### config.mk
export PLATFORM = sky130hd
export DESIGN_NAME = nhr_mem
export DESIGN_NICKNAME = d
export VERILOG_FILES = /design/src/design/nhr_pkg.sv /design/src/design/nhr_mem.sv
export SDC_FILE = /design/constraint.sdc
export NUM_CORES = 2
export LEC_CHECK = 0
export BUFFER_PORTS_ARGS = -buffer_cell sky130_fd_sc_hd__buf_2
export CAP_MARGIN = 20
export CORE_UTILIZATION = 30
export CTS_BUF_LIST = sky130_fd_sc_hd__clkbuf_4
export CTS_CLUSTER_DIAMETER = 50
export DETAILED_ROUTE_END_ITERATION = 16
export PLACE_DENSITY = 0.42
export RECOVER_POWER = 100
export SLEW_MARGIN = 20
export SYNTH_ARGS = -nofsm -noshare
export SYNTH_HDL_FRONTEND = slang
export SYNTH_SLANG_ARGS = --single-unit
export TNS_END_PERCENT = 10
### constraint.sdc
create_clock -name i_clk -period 22.1 [get_ports i_clk]
set_clock_uncertainty 0.2 [all_clocks]
set_input_delay 1.105 -clock i_clk [delete_from_list [all_inputs] [get_ports i_clk]]
set_output_delay 1.105 -clock i_clk [all_outputs]
set_load 0.02 [all_outputs]
### src/design/nhr_pkg.sv
`timescale 1ns / 1ps
package nhr_pkg;

    localparam int OP_W    = 3;
    localparam int ADDR_W  = 64;
    localparam int SEQ_W   = 32;
    localparam int TIME_W  = 48;
    localparam int STAT_W  = 2;
    localparam int INDEX_W = 4;
    localparam int COUNT_W = 5;

    localparam logic [OP_W-1:0] OP_REGISTER = 3'd0;
    localparam logic [OP_W-1:0] OP_REMOVE   = 3'd1;
    localparam logic [OP_W-1:0] OP_SET_BUSY = 3'd2;
    localparam logic [OP_W-1:0] OP_HAND_OFF = 3'd3;
    localparam logic [OP_W-1:0] OP_HAND_IN  = 3'd4;
    localparam logic [OP_W-1:0] OP_LOOK_UP  = 3'd5;

    localparam logic [STAT_W-1:0] ST_OK        = 2'd0;
    localparam logic [STAT_W-1:0] ST_NOT_FOUND = 2'd1;
    localparam logic [STAT_W-1:0] ST_BUSY      = 2'd2;
    localparam logic [STAT_W-1:0] ST_FULL      = 2'd3;

    typedef struct packed {
        logic [OP_W-1:0]   operation;
        logic [ADDR_W-1:0] address_high;
        logic [ADDR_W-1:0] address_low;
        logic [SEQ_W-1:0]  adv_seqno;
        logic [SEQ_W-1:0]  hop_seqno;
        logic              busy_flag;
        logic [TIME_W-1:0] now_ms;
    } t_req;

    typedef struct packed {
        logic [STAT_W-1:0]  status;
        logic [INDEX_W-1:0] slot_index;
        logic [SEQ_W-1:0]   adv_seqno_out;
        logic [SEQ_W-1:0]   hop_seqno_out;
        logic               busy_out;
        logic [TIME_W-1:0]  last_seen_out;
        logic [COUNT_W-1:0] valid_count;
    } t_res;

    // One slot row as kept in the memory.
    typedef struct packed {
        logic [ADDR_W-1:0] key_upper;
        logic [ADDR_W-1:0] key_lower;
        logic [SEQ_W-1:0]  route_seq;
        logic [SEQ_W-1:0]  hop_seq;
        logic [TIME_W-1:0] seen_time;
    } t_row;

endpackage

### src/design/nhr_mem.sv
`timescale 1ns / 1ps
module nhr_mem
    import nhr_pkg::*;
#(
    parameter int DEPTH = 16,
    localparam int AW = (DEPTH > 1) ? $clog2(DEPTH) : 1
) (
    input  logic          i_clk,
    input  logic          i_we,
    input  logic [AW-1:0] i_waddr,
    input  t_row          i_wdata,
    input  logic [AW-1:0] i_raddr,
    output t_row          o_rdata
);

    t_row r_mem [DEPTH];
    t_row r_rdata;

    always_ff @(posedge i_clk) begin
        if (i_we) begin
            r_mem[i_waddr] <= i_wdata;
        end
    end

    always_ff @(posedge i_clk) begin
        r_rdata <= r_mem[i_raddr];
    end

    assign o_rdata = r_rdata;

endmodule

======== Word-level counts from Yosys, hierarchy flattened ========
Memory sizes are Yosys's and may differ from the RTL's. A register that Yosys moved wholly into a read port is not among the register bits.
Cells that the tools add are included.
W data, S select, Z words.
storage, ports and cells
  memories kept ........................... 1
  bits in registers ....................... 0
  output and inout port bits .............. 240
  input bits .............................. 250
  bits in writable memories ............... 3,840
cells by class
  mux-type cells .......................... 2
memories
  memory  depth  bits a word  read ports  clocked after memory_dff  wr ports  line           source
  r_mem   16     240          1           1                         1         nhr_mem.sv:16  t_row r_mem [DEPTH];
operator list
  operator  number
  $mux W1   2

======== Longest topological paths before layout ========
  depth in word-level cells ............... 2
  depth in mapped cells ................... 7
  mapped depth without buffers ............ 3

======== Worst setup path before layout ========
OpenSTA, ideal clock, no wires.
  kind .................................... input port to flip-flop
  from .................................... input port i_waddr[2]
  to ...................................... memory r_mem[0][0] (netlist name), enable pin
  stages on the path ...................... 2
  path slack .............................. 2.996 ns
  required time ........................... 20.762 ns
  path buffers ............................ 0
  arrival ................................. 17.766 ns
  library setup time ...................... 1.138 ns
  cells stage by stage .................... or3b_2 nor3_1
RTL lines
  element          line           source
  start, declared  nhr_mem.sv:10  input logic [AW-1:0] i_waddr,
  end, declared    nhr_mem.sv:16
No word-level cell before the write port.

======== Worst setup path in the final report ========
  from .................................... input port i_we
  to ...................................... memory r_mem[0][208] (netlist name), enable pin
between the ends
  word-level cells in the longest chain between the ends .. 2
ends and longest elaborated chain
  element                        line           source
  start, declared                nhr_mem.sv:9   input logic i_we,
  $mux W1                        nhr_mem.sv:20  if (i_we) begin
  $mux W1 (implied by the code)  nhr_mem.sv:21  r_mem[i_waddr] <= i_wdata;
Every way passes these cells.

==> impl_metrics.env <==
export IMPL_yosysWarnings=0
export IMPL_violations="capacitance limit, slew limit"
export IMPL_rows=258
export IMPL_antenna_found_initial=90
export IMPL_seqPwrFrac_pct=53.0
export IMPL_yosys_most_used_dff="edfxtp_1"
export IMPL_finish_utilization_pct=36.0
export IMPL_grt_max_degree=100
export IMPL_synth_top_area_share_pct=77.5
export IMPL_ant_nets=0
export IMPL_yosysSeqAreaShare_pct=80.7
export IMPL_synth_compound_area_share_pct=2.59
export IMPL_ios=490
export IMPL_gr_total_overflow=0
export IMPL_syn_num_nets=6521
export IMPL_synthArstFlopShare_pct=0
export IMPL_clkLatencyLatePin_ns=1.70
export IMPL_hold_path_depth=3
export IMPL_clk_path_buf_depth=5
export IMPL_tightest_slew_ns=9.27
export IMPL_numCtsBuffers=1192
export IMPL_synth_top_area_cell="edfxtp_1"
export IMPL_p_clk_share_pct=41.5
export IMPL_drc=0
export IMPL_synthMuxAreaShare_pct=14.8
export IMPL_hold_viol=0
export IMPL_syn_area_mm2=0.149
export IMPL_cp_max_fo=79
export IMPL_met1_length_um=193000
export IMPL_grt_pass1_vias=81700
export IMPL_highest_layer="met5"
export IMPL_setup_violations_final=0
export IMPL_wl_met2_um=204000
export IMPL_worstPathArrival_ns=14.24
export IMPL_cts_root_buffer="clkbuf_4"
export IMPL_gp_congestion=0.694
export IMPL_vias=75300
export IMPL_synth_seq_cells=4080
export IMPL_start_kind="input port"
export IMPL_core_area_mm2=0.494
export IMPL_p_switching_mw=3.76
export IMPL_post_drt_wl_per_cell_um=27.5
export IMPL_drv_slew=4036
export IMPL_cts_clk_slew_worst_paths_ns=0.07
export IMPL_place_port_buffers=489
export IMPL_p_int_mw=12.7
export IMPL_nets=8535
export IMPL_h_tree_depth=7
export IMPL_cp_required_ns=23.04
export IMPL_swShare_pct=22.8
export IMPL_finalCritPeriodShare_pct=60.1
export IMPL_post_cts_repair_setup_buffers=0
export IMPL_fp_dieH_um=706
export IMPL_initial_core_util_pct=30.1
export IMPL_mostFrequentLayoutCells="3840 x edfxtp_1, 1778 x clkbuf_4, 892 x mux4_2"
export IMPL_wl_um=430000
export IMPL_power_leakage_nw=57.3
export IMPL_die_area_mm2=0.499
export IMPL_syn_inst=6271
export IMPL_synthTopCellsByArea="edfxtp_1 77%, mux4_2 13%, dfxtp_1 3.2%"
export IMPL_clock_sinks=4080
export IMPL_grt_usage_pct=17.2
export IMPL_cellPowerDensity_mw_per_mm2=92.7
export IMPL_final_layout_size_suffix_gt1_share_pct=33.6
export IMPL_crit_type="input port to flip-flop"
export IMPL_comb_power_share_pct=5.5
export IMPL_post_cts_resized=0
export IMPL_rsz0062_at_grt="false"
export IMPL_synth_top_family_by_area="multiplexers"
export IMPL_cap_viol_max_count=102
export IMPL_fmaxAchievable_mhz=75.2
export IMPL_synth_xor_area_share_pct=0
export IMPL_fin_setup_tns_ns=0
export IMPL_fin_crit_ns=13.29
export IMPL_final_common_cell="edfxtp_1"
export IMPL_area_growth_syn_to_layout_pct=19.6
export IMPL_hold_class="flip-flop to flip-flop"
export IMPL_synthDistinctLibCells=26
export IMPL_cts_tree="built"
export IMPL_drtPass1Iterations=7
export IMPL_synthSimpleGateAreaFrac_pct=0.856
export IMPL_cp_end_kind="flip-flop"
export IMPL_grt_pass1_wl_um=606000
export IMPL_synthAdderAreaFrac_pct=0
export IMPL_drtIter0Drc=5802
export IMPL_die_x_um=706
export IMPL_irDropWorstVdd_uv=54.6
export IMPL_viasPerCell=4.82
export IMPL_reg2reg_depth=3
export IMPL_place_detailed_hpwl_um=212000
export IMPL_holdBufCountCts=502
export IMPL_outcome="finished with violations"
export IMPL_slew_headroom_pct=-518
export IMPL_synth_edf_count=3840
export IMPL_wl_met3_um=23100
export IMPL_synth_area_per_cell_um2=23.7
-- routing by layer --
metal | vias up | GRT usage, %
met1 | 40400 | 23.3
met4 | 48 | 6.03
met5 | - | 0
met3 | 842 | 4.11
met2 | 2383 | 27.0
li1 | 31700 | -
-- flip-flops by register name (all words and copies together), names as in the netlist --
name,cells
r_mem,3840
o_rdata,240
-- worst max-delay path, cell delays in order --
cell,delay (ns)
dlygate4sd3_1,0.53
clkbuf_1,0.16
or3b_2,0.46
dlygate4sd3_1,0.68
nor3_1,0.17
clkbuf_1,5.97
clkbuf_1,2.72
clkbuf_1,2.30
-- stage by stage --
stage          hold slack [ns]  instance area [µm²]  worst slack (ns)  std cells  total power, mW
2_1_floorplan            0.435               149000              3.00       6271             9.37
3_3_place_gp             0.454               160000             15.12      13100             9.74
3_5_place_dp             0.454               160000             15.11      13100             9.76
4_1_cts                0.00107               179000             16.47      15600             16.8
5_1_grt                  0.211               178000              8.24      15600             17.3
6_report                 0.392               178000              8.81      15600             16.5
-- power groups by stage --
stage                     clock (mW)  combinational (mW)  sequential [mW]
final                           6.86               0.904             8.75
after global routing            7.52               0.978             8.76
after CTS                       7.14               0.943             8.74
after detailed placement           0               0.854             8.90
after global placement             0               0.844             8.90
after floorplan                    0               0.415             8.95
-- area by class of cell --
type | count | area (µm²)
multi-input combinational | 1855 | 27200
timing repair buffer | 1156 | 8000
sequential | 4080 | 120000
clock buffer | 1778 | 13300
tap | 6500 | 8130
fill | 46400 | 316000
clock inverter | 227 | 1090
antenna | 46 | 115
-- synth_stat cells, types with 12 or more instances --
cell type	number
o21ai_0	30
mux4_2	892
clkbuf_1	118
nand2_1	174
buf_1	55
nor2_1	14
buf_2	120
a221oi_1	26
mux2_2	124
mux2i_1	50
edfxtp_1	3840
nand2b_1	30
o221ai_1	42
nor2b_1	48
buf_4	38
dfxtp_1	240
o22a_1	12
a22oi_1	400
-- cells by family (layout without fill, tap and decap cells) --
group / after synthesis / in the layout
DFF: 4080 / 4080
muxes: 1066 / 1066
buffers and inverters: 336 / 3161
other: 0 / 46
AOI/OAI and AO/OA: 510 / 510
and+or+nand+nor: 279 / 279
-- worst paths after layout --
| path | start | slack (ns) | end |
|---|---|---|---|
| setup / recovery | i_we | 8.81 | r_mem[0][208] |
| hold / removal | r_mem[14][58] | 0.39 | o_rdata[58] |
| setup reg to reg | r_mem[1][197] | 20.31 | o_rdata[197] |
| hold reg to reg | r_mem[14][58] | 0.39 | o_rdata[58] |
No activity file was read; power rests on OpenSTA's default activity.
