--- config.mk ---
export PLATFORM = sky130hd
export DESIGN_NAME = nhr_seq
export DESIGN_NICKNAME = d
export VERILOG_FILES = /design/src/design/nhr_pkg.sv /design/src/design/nhr_seq.sv
export SDC_FILE = /design/constraint.sdc
export NUM_CORES = 1
export LEC_CHECK = 0
export BUFFER_PORTS_ARGS = -buffer_cell sky130_fd_sc_hd__buf_4
export CAP_MARGIN = 20
export CORE_AREA = 2 2 334 336
export DETAILED_ROUTE_END_ITERATION = 10
export DIE_AREA = 0 0 336 338
export PLACE_DENSITY = 0.44
export SKIP_LAST_GASP = 1
export SLEW_MARGIN = 0
export SYNTH_ARGS = -nofsm -noshare
export SYNTH_HDL_FRONTEND = slang
export SYNTH_SLANG_ARGS = --single-unit
--- constraint.sdc ---
create_clock -name i_clk -period 12.16 [get_ports i_clk]
set_clock_uncertainty 0.2 [all_clocks]
set_input_delay 0 -clock i_clk [delete_from_list [all_inputs] [get_ports i_clk]]
set_output_delay 0 -clock i_clk [all_outputs]
set_load 0.1 [all_outputs]
--- src/design/nhr_pkg.sv ---
`timescale 1ns / 1ps
package nhr_pkg;

    localparam int OP_W    = 3;
    localparam int ADDR_W  = 64;
    localparam int SEQ_W   = 32;
    localparam int TIME_W  = 48;
    localparam int STAT_W  = 2;
    localparam int INDEX_W = 4;
    localparam int COUNT_W = 5;

    localparam logic [OP_W-1:0] OP_REGISTER = 3'd0;
    localparam logic [OP_W-1:0] OP_REMOVE   = 3'd1;
    localparam logic [OP_W-1:0] OP_SET_BUSY = 3'd2;
    localparam logic [OP_W-1:0] OP_HAND_OFF = 3'd3;
    localparam logic [OP_W-1:0] OP_HAND_IN  = 3'd4;
    localparam logic [OP_W-1:0] OP_LOOK_UP  = 3'd5;

    localparam logic [STAT_W-1:0] ST_OK        = 2'd0;
    localparam logic [STAT_W-1:0] ST_NOT_FOUND = 2'd1;
    localparam logic [STAT_W-1:0] ST_BUSY      = 2'd2;
    localparam logic [STAT_W-1:0] ST_FULL      = 2'd3;

    typedef struct packed {
        logic [OP_W-1:0]   operation;
        logic [ADDR_W-1:0] address_high;
        logic [ADDR_W-1:0] address_low;
        logic [SEQ_W-1:0]  adv_seqno;
        logic [SEQ_W-1:0]  hop_seqno;
        logic              busy_flag;
        logic [TIME_W-1:0] now_ms;
    } t_req;

    typedef struct packed {
        logic [STAT_W-1:0]  status;
        logic [INDEX_W-1:0] slot_index;
        logic [SEQ_W-1:0]   adv_seqno_out;
        logic [SEQ_W-1:0]   hop_seqno_out;
        logic               busy_out;
        logic [TIME_W-1:0]  last_seen_out;
        logic [COUNT_W-1:0] valid_count;
    } t_res;

    // One slot row as kept in the memory.
    typedef struct packed {
        logic [ADDR_W-1:0] key_upper;
        logic [ADDR_W-1:0] key_lower;
        logic [SEQ_W-1:0]  route_seq;
        logic [SEQ_W-1:0]  hop_seq;
        logic [TIME_W-1:0] seen_time;
    } t_row;

endpackage

--- src/design/nhr_seq.sv ---
`timescale 1ns / 1ps
module nhr_seq
    import nhr_pkg::*;
#(
    parameter int SLOTS = 16,
    localparam int AW = (SLOTS > 1) ? $clog2(SLOTS) : 1
) (
    input  logic          i_clk,
    input  logic          i_rst_n,
    input  logic          i_req_valid,
    output logic          o_req_ready,
    input  t_req          i_req,
    output logic          o_res_valid,
    input  logic          i_res_ready,
    output t_res          o_res,
    output logic          o_mem_we,
    output logic [AW-1:0] o_mem_waddr,
    output t_row          o_mem_wdata,
    output logic [AW-1:0] o_mem_raddr,
    input  t_row          i_mem_rdata
);

    localparam int CW = $clog2(SLOTS + 1);
    localparam logic [AW-1:0] LAST = AW'(SLOTS - 1);

    typedef enum logic [1:0] {
        S_IDLE,
        S_SCAN,
        S_EXEC
    } t_state;

    t_state          r_state;
    t_req            r_req;
    logic [SLOTS-1:0] r_valid;
    logic [SLOTS-1:0] r_busy;
    logic [CW-1:0]   r_cnt;
    logic [AW-1:0]   r_addr;
    logic            r_issue;
    logic            r_cmp_vld;
    logic [AW-1:0]   r_cmp_idx;
    logic            r_found;
    logic [AW-1:0]   r_hit_idx;
    t_row            r_hit_row;
    logic            r_free_found;
    logic [AW-1:0]   r_free_idx;

    logic            hit;
    logic            n_set_valid;
    logic            n_clr_valid;
    logic            n_set_busy;
    logic            n_busy_val;
    logic [AW-1:0]   n_slot;
    logic [CW-1:0]   n_cnt;
    logic [STAT_W-1:0] n_status;
    logic [SEQ_W-1:0]  n_ro;
    logic [SEQ_W-1:0]  n_po;
    logic              n_bo;
    logic [TIME_W-1:0] n_lso;
    logic [AW+INDEX_W-1:0] idx_wide;
    logic [CW+COUNT_W-1:0] cnt_wide;

    assign hit = r_cmp_vld && r_valid[r_cmp_idx]
              && (i_mem_rdata.key_upper == r_req.address_high)
              && (i_mem_rdata.key_lower == r_req.address_low);

    assign o_mem_raddr = r_addr;
    assign o_req_ready = (r_state == S_IDLE);
    assign o_res_valid = (r_state == S_EXEC);

    always_comb begin
        o_mem_we    = 1'b0;
        o_mem_waddr = r_free_idx;
        o_mem_wdata = '{key_upper: r_req.address_high, key_lower: r_req.address_low,
                        route_seq: r_req.adv_seqno, hop_seq: r_req.hop_seqno,
                        seen_time: r_req.now_ms};
        n_set_valid = 1'b0;
        n_clr_valid = 1'b0;
        n_set_busy  = 1'b0;
        n_busy_val  = 1'b0;
        n_slot      = '0;
        n_cnt       = r_cnt;
        n_status    = ST_OK;
        n_ro        = '0;
        n_po        = '0;
        n_bo        = 1'b0;
        n_lso       = '0;
        case (r_req.operation)
            OP_REGISTER: begin
                if (r_found) begin
                    // refresh in place, busy mark kept
                    o_mem_we    = 1'b1;
                    o_mem_waddr = r_hit_idx;
                    n_slot      = r_hit_idx;
                end else if (r_free_found) begin
                    o_mem_we    = 1'b1;
                    n_slot      = r_free_idx;
                    n_set_valid = 1'b1;
                    n_set_busy  = 1'b1;
                    n_cnt       = r_cnt + CW'(1);
                end else begin
                    n_status = ST_FULL;
                end
            end
            OP_REMOVE: begin
                if (r_found) begin
                    n_slot      = r_hit_idx;
                    n_clr_valid = 1'b1;
                    n_cnt       = r_cnt - CW'(1);
                end else begin
                    n_status = ST_NOT_FOUND;
                end
            end
            OP_SET_BUSY: begin
                if (r_found) begin
                    n_slot     = r_hit_idx;
                    n_set_busy = 1'b1;
                    n_busy_val = r_req.busy_flag;
                end else begin
                    n_status = ST_NOT_FOUND;
                end
            end
            OP_HAND_OFF: begin
                if (!r_found) begin
                    n_status = ST_NOT_FOUND;
                end else if (r_busy[r_hit_idx]) begin
                    n_status = ST_BUSY;
                    n_slot   = r_hit_idx;
                end else begin
                    n_slot      = r_hit_idx;
                    n_ro        = r_hit_row.route_seq;
                    n_po        = r_hit_row.hop_seq;
                    n_clr_valid = 1'b1;
                    n_cnt       = r_cnt - CW'(1);
                end
            end
            OP_HAND_IN: begin
                if (r_free_found) begin
                    o_mem_we              = 1'b1;
                    o_mem_wdata.route_seq = r_req.adv_seqno + SEQ_W'(1);
                    o_mem_wdata.hop_seq   = r_req.hop_seqno + SEQ_W'(1);
                    n_slot                = r_free_idx;
                    n_set_valid           = 1'b1;
                    n_set_busy            = 1'b1;
                    n_cnt                 = r_cnt + CW'(1);
                end else begin
                    n_status = ST_FULL;
                end
            end
            OP_LOOK_UP: begin
                if (r_found) begin
                    n_slot = r_hit_idx;
                    n_ro   = r_hit_row.route_seq;
                    n_po   = r_hit_row.hop_seq;
                    n_bo   = r_busy[r_hit_idx];
                    n_lso  = r_hit_row.seen_time;
                end else begin
                    n_status = ST_NOT_FOUND;
                end
            end
            default: begin
            end
        endcase
        // hold the write until the result can leave
        o_mem_we = o_mem_we && (r_state == S_EXEC) && i_res_ready;
    end

    assign idx_wide = {{INDEX_W{1'b0}}, n_slot};
    assign cnt_wide = {{COUNT_W{1'b0}}, n_cnt};

    always_comb begin
        o_res.status        = n_status;
        o_res.slot_index    = idx_wide[INDEX_W-1:0];
        o_res.adv_seqno_out = n_ro;
        o_res.hop_seqno_out = n_po;
        o_res.busy_out      = n_bo;
        o_res.last_seen_out = n_lso;
        o_res.valid_count   = cnt_wide[COUNT_W-1:0];
    end

    always_ff @(posedge i_clk) begin
        if (!i_rst_n) begin
            r_state   <= S_IDLE;
            r_valid   <= '0;
            r_busy    <= '0;
            r_cnt     <= '0;
            r_issue   <= 1'b0;
            r_cmp_vld <= 1'b0;
        end else begin
            case (r_state)
                S_IDLE: begin
                    if (i_req_valid) begin
                        r_req        <= i_req;
                        r_addr       <= '0;
                        r_issue      <= 1'b1;
                        r_cmp_vld    <= 1'b0;
                        r_found      <= 1'b0;
                        r_free_found <= 1'b0;
                        r_state      <= S_SCAN;
                    end
                end
                S_SCAN: begin
                    if (r_issue) begin
                        if (!r_free_found && !r_valid[r_addr]) begin
                            r_free_found <= 1'b1;
                            r_free_idx   <= r_addr;
                        end
                        if (r_addr == LAST) begin
                            r_issue <= 1'b0;
                        end else begin
                            r_addr <= r_addr + AW'(1);
                        end
                    end
                    r_cmp_vld <= r_issue;
                    r_cmp_idx <= r_addr;
                    if (hit && !r_found) begin
                        r_found   <= 1'b1;
                        r_hit_idx <= r_cmp_idx;
                        r_hit_row <= i_mem_rdata;
                    end
                    if (r_cmp_vld && r_cmp_idx == LAST) begin
                        r_state <= S_EXEC;
                    end
                end
                S_EXEC: begin
                    if (i_res_ready) begin
                        if (n_set_valid) begin
                            r_valid[n_slot] <= 1'b1;
                        end
                        if (n_clr_valid) begin
                            r_valid[n_slot] <= 1'b0;
                        end
                        if (n_set_busy) begin
                            r_busy[n_slot] <= n_busy_val;
                        end
                        r_cnt   <= n_cnt;
                        r_state <= S_IDLE;
                    end
                end
                default: begin
                    r_state <= S_IDLE;
                end
            endcase
        end
    end

`ifndef SYNTHESIS
    a_count_tracks_valid: assert property (@(posedge i_clk) disable iff (!i_rst_n)
        $countones(r_valid) == int'(r_cnt))
        else $error("valid count out of step with valid bits");

    a_count_bound: assert property (@(posedge i_clk) disable iff (!i_rst_n)
        r_cnt <= CW'(SLOTS))
        else $error("valid count above slot count");

    a_scan_start: assert property (@(posedge i_clk) disable iff (!i_rst_n)
        (i_req_valid && o_req_ready) |=> (r_state == S_SCAN && r_issue && r_addr == '0))
        else $error("scan did not start from slot zero");

    a_exec_done: assert property (@(posedge i_clk) disable iff (!i_rst_n)
        (o_res_valid && i_res_ready) |=> (r_state == S_IDLE))
        else $error("sequencer stuck after result transfer");
`endif

endmodule

Word level (Yosys, flattened, before mapping):

Cells that the tools add are included.

* flip-flop bits (word level): 415
* bits in latches: 0
* RAM bits: 0
* memory bits (read-only): 0
* bits of input ports: 488
* output and inout port bits: 375
* memories: 0

* $add $sub $neg: 5
* $mul: 0
* divide/modulo/power cells: 0
* $lt $le $gt $ge: 5
* equal/unequal tests: 18
* shift operators: 0
* muxes and demuxes: 77
* bitwise logic cells: 3
* reduce and logical (&&, ||, !) cells: 28

Operators with widths (number)
* 2-to-1 mux 32 bit: 6
* == test 64 bit: 2
* 2-to-1 mux 64 bit: 2
* case mux 32 bit (2 select lines): 2
* 2-to-1 mux 48 bit: 2
* 2-to-1 mux 16 bit: 5
* adder 32 x 1 -> 32 bit (second input constant): 2
* 2-to-1 mux 4 bit: 8
* 2-to-1 mux 5 bit: 5
* 2-to-1 mux 1 bit: 22
* less-than comparator 4 x 5 -> 1 bit (second input constant): 4
* case mux 5 bit (4 select lines): 1
* bitwise AND 16 bit: 1
* bitwise mux 16 bit: 1
* inverter 16 bit: 1
* OR 16 bit: 1
* 2-to-1 mux 2 bit: 7
* case mux 1 bit (2 select lines): 7
* binary-select mux 1 bit (select 4 bit): 3
* != test 2 bit (second input constant): 6
* case mux 4 bit (3 select lines): 1
* AND reduction 3 bit: 4
* AND reduction 5 bit: 2
* logical AND 1 bit: 9
* 24 further kinds: 32

Longest topological paths before layout:

* depth in word-level cells: 14
* depth in mapped cells: 9

Worst setup path before layout:

OpenSTA, ideal clock, no wires.

* path type: reg2reg
* start point: register r_req (netlist bit o_mem_wdata[123])
* end point: register r_hit_idx[0], enable pin
* arrival: 6711 ps
* path slack: 4657 ps
* stages on the path, launching flop included: 7
* path through: edfxtp_1 > xor2_1 > a2111o_1 > a2111oi_0 > nand4_1 > or4_1 > nor2_1

* longest elaborated chain between the ends: 4

Ends and longest elaborated chain
* from (decl): RTL line nhr_seq.sv:33 `t_req r_req;`
* from (signal assigned): RTL line nhr_seq.sv:192 `r_req <= i_req;`
* == test 64 bit: RTL line nhr_seq.sv:64 `&& (i_mem_rdata.key_lower == r_req.address_low);`
* logical AND 1 bit: RTL line nhr_seq.sv:64
* logical AND 1 bit: RTL line nhr_seq.sv:215 `if (hit && !r_found) begin`
* AND reduction 3 bit (no line)
* to (signal assigned): RTL line nhr_seq.sv:217 `r_hit_idx <= r_cmp_idx;`
* to (decl): RTL line nhr_seq.sv:42 `logic [AW-1:0] r_hit_idx;`

Every way passes these cells.
A chain may end at the register's enable or synchronous reset.

Worst setup path in the final report:

* start point: register r_req (netlist bit o_mem_wdata[181])
* end point: register r_hit_row[49] in the netlist's numbering, enable pin

* longest elaborated chain between the ends: 5

Ends and longest elaborated chain
* == test 64 bit: RTL line nhr_seq.sv:63 `&& (i_mem_rdata.key_upper == r_req.address_high)`
* logical AND 1 bit: RTL line nhr_seq.sv:63
* logical AND 1 bit: RTL line nhr_seq.sv:64
* logical AND 1 bit: RTL line nhr_seq.sv:215
* AND reduction 3 bit (no line)
* to (signal assigned): RTL line nhr_seq.sv:218 `r_hit_row <= i_mem_rdata;`
* to (decl): RTL line nhr_seq.sv:43 `t_row r_hit_row;`

Every way passes these cells.

==> reports/results.ini <==
[timing]
max_clk_rate_mhz = 214.7
finalSetupViolCount = 0
final.min_clock_period_ps = 4658
post-route-period-util_pct = 38.31
max_slew.worst_pin.slew_ps = 1277
slew_viol_final = 0
timing.setup.tns_ps = 0
maxSlewHeadroom_pct = 14.86
finalHoldViolCount = 0
grt_setup_unrepaired = false
pnr_worst_setup_slack_ps = 7502

[worst_setup_path]
max_stage_delay_ps = 990
r2r_end = r_hit_row[49]
critical_path_startpoint_category = register
critical_path_peak_fanout = 76
cp_common_cell = buf_4
crit_path_cell_trace = inv_1 -> a22oi_1 -> and4_1 -> nand3_1 -> or4_1 -> nor2_4 -> buf_4 -> buf_4
critPathRequiredTime_ps = 12200
worstSetupPathType = register to register
timing.critical_path.to_type = register
number_of_cells_traversed_by_the_worst_register_to_register_path = 8
crit_path_arrival_time_ps = 4700
master_of_the_slowest_instance_on_the_critical_path = a22oi_1
reg2reg_slack_ps = 7500
crit-reg2reg-launch = o_mem_wdata[181]

[pwr]
internal_power_summed_over_all_cells_mw = 2.902
power.combinational.fraction_pct = 19.2
switching_power_mw = 1.147
sw_frac_of_total_pct = 28.33
max-vdd-ir-drop_mv = 0.1189
p_clk_share_pct = 40.6
p_leak_nw = 13.92
power_density_normalized_to_cell_area_nw_per_um2 = 115.4
power.sequential.fraction_pct = 40.2

[cts]
clk-insertion-delay-late_ps = 640
cts.sinks = 415
clock-root-buffer = clkbuf_16
cts_max_level = 2
clk_pin_slew_ps = 60
postCtsSetupBuffers = 0
maximum_buffer_depth_of_the_clock_tree = 3
cts_tree = yes
cts_made_buffers = 54

[routing]
postRouteAntennaNets = 0
post_drt_wl_per_cell_um = 21.29
postRouteWirelength_mm = 93.51
vias = 17363
drtIter0Drc = 992
remaining_drc_errors = 0
drt-pass1-iter-count = 7
viasPerCell = 3.954

[logic_synthesis]
synth.largest_area_cell = edfxtp_1
synth.distinct_cells = 75
synth.yosys.seq_area_share_pct = 62.68
syn-cell-area_um2 = 19230
total_number_of_yosys_warnings = 0
synth_async_sr_flop_share_pct = 0
postSynthAreaPerCell_um2 = 13.43
synth.net_count = 1925
synth.ff_latch_count = 415
ys_dominant_reg_cell = edfxtp_1
synth_cells = 1432
synth_area_leaders = edfxtp_1 (58%), buf_4 (7.0%), xnor2_1 (4.9%)
synth_largest_type_area_fraction_pct = 58.41
synth_enable_flop_cells = 374

[grt]
grt_pass1_vias = 18380
grt_antenna_before_repair = 24
grt_max_degree = 105
aggregate_global_route_resource_usage_pct = 15.70
global_route.overflow_total = 0
grt_first_pass_wirelength_mm = 128.7

[placed_design]
instance_count_after_placement_with_tap_cells_included = 3567
place_congestion = 0.8989
place_worst_setup_slack_ps = 7499
io_buffers = 862
dpl-instance-area_um2 = 26100
dp_hpwl_mm = 72.70

[worst_hold_path]
min-delay-path-class = primary input to register
holdPathStages = 5
min-delay-start = i_mem_rdata[131]
min_to = r_found

[cells_and_area]
area_growth_pct = 82.47
nets = 3344
seqCellArea_um2 = 12050
final_cell_count_no_fill = 4391
share_of_cells_above_drive_strength_1_pct = 34.97
nFillCells = 10993
layout.cell_area.non_filler_um2 = 35080
area_taken_by_multi_input_logic_gates_um2 = 5400

[die]
die_width_um = 336
start_util_pct = 17.47
die-height_um = 338
floorplan.rows = 122
top_level_ports = 863
core-area_um2 = 110100
floorplan.die_area_um2 = 113600

[run_status]
status = finished clean

[job]
maxcap_violations = 0

## power groups by stage
| stage | Clock, mW | Combinational [mW] | Sequential [mW] |
|---|---|---|---|
| after floorplan | 0 | 0.375 | 1.66 |
| after global placement | 0 | 0.585 | 1.66 |
| after detailed placement | 0 | 0.586 | 1.66 |
| after CTS | 1.70 | 0.775 | 1.63 |
| after global routing | 1.74 | 0.809 | 1.63 |
| final | 1.64 | 0.777 | 1.63 |
## how the worst max path moves through the flow
stage | end | slack, ps | from
finish | r_hit_row[49] | 7500 | o_mem_wdata[181]
global route | r_hit_row[92] | 7330 | o_mem_wdata[234]
CTS | r_hit_row[62] | 7490 | o_mem_wdata[118]
detailed placement | r_hit_row[56] | 7500 | o_mem_wdata[118]
global placement | r_hit_row[55] | 7600 | o_mem_wdata[234]
floorplan | r_hit_idx[0] | 4660 | o_mem_wdata[123]
## per-layer routing
layer | up-vias | track usage, % | part of all wire, % | wire length [µm]
met2 | 596 | 25.32 | 47 | 43890
met4 | 20 | 4.780 | 2.8 | 2629
met3 | 142 | 5.023 | 7.4 | 6959
met5 | - | 0 | 0.13 | 124
met1 | 8660 | 19.97 | 43 | 39900
li1 | 7945 | - | - | -
## synth_stat cells (28+ instances only)
cell / number
dfxtp_1: 41
edfxtp_1: 374
nor2_1: 42
a21oi_1: 30
inv_1: 59
xor2_1: 33
nand4_1: 51
buf_4: 180
and2_1: 119
nand2_1: 46
nand3_1: 28
xnor2_1: 108
## worst max-delay path: cells and delay by family (launching register included)
kind,cells,cell delay [ps]
buf+inv,3,1440
flops,1,350
compound gates,1,990
simple gates,4,1130
## flip-flops by register name (all words and copies together), names as in the netlist, 2 cells and up, named ones only
name	cells
o_mem_wdata	176
r_busy	16
r_hit_idx	4
r_cmp_idx	4
r_state	2
r_req	68
r_cnt	5
r_hit_row	112
r_free_idx	4
o_mem_raddr	4
## cells in the final DEF, fill, tap and decap left out, drive strengths merged, types with 19 or more instances in the layout
master,count
xor2,33
nor3,19
nand2,46
o221a,23
nor2,43
edfxtp,374
nor4,20
inv,65
a21oi,31
and3,20
xnor2,108
nand4,51
nand3,28
buf,871
clkbuf,72
dlygate4sd3,716
o22ai,20
and2,119
dfxtp,41
## repair_timing
item	in CTS	in global routing
gates resized for setup	0	0
hold buffers	716	0
hold endpoints to repair	397	0
## metrics by stage
step / hold slack, ps / power [mW] / utilization [%]
floorplan: -101.1 / 2.032 / -
global placement: -22.09 / 2.241 / 23.71
detailed placement: -20.74 / 2.243 / 23.71
CTS: 15.29 / 4.097 / 31.85
global route: 19.36 / 4.184 / 31.87
finish: 64.54 / 4.050 / 31.88
## layout make-up
| class | count | area share, % |
|---|---|---|
| antenna | 9 | 0.06420 |
| clock buffer | 72 | 4.159 |
| clock inverter | 27 | 0.9594 |
| inverter | 63 | 0.6955 |
| multi-input combinational | 730 | 15.39 |
| sequential | 415 | 34.35 |
| tap | 1488 | 5.307 |
| timing repair buffer | 1587 | 39.07 |
## cell families (layout without fill, tap and decap cells)
| group | count (synthesis) | count (layout) | synth area share (%) |
|---|---|---|---|
| compound gates | 158 | 158 | 6.618 |
| xor+xnor | 141 | 141 | 6.423 |
| fa+ha+maj | 5 | 5 | 0.3254 |
| buf+inv | 287 | 1749 | 9.313 |
| flops | 415 | 415 | 62.68 |
| mux | 27 | 27 | 2.375 |
| other cells | 0 | 9 | 0 |
| simple gates | 399 | 399 | 12.26 |
Note: power is estimated with default switching activity, not from simulation.
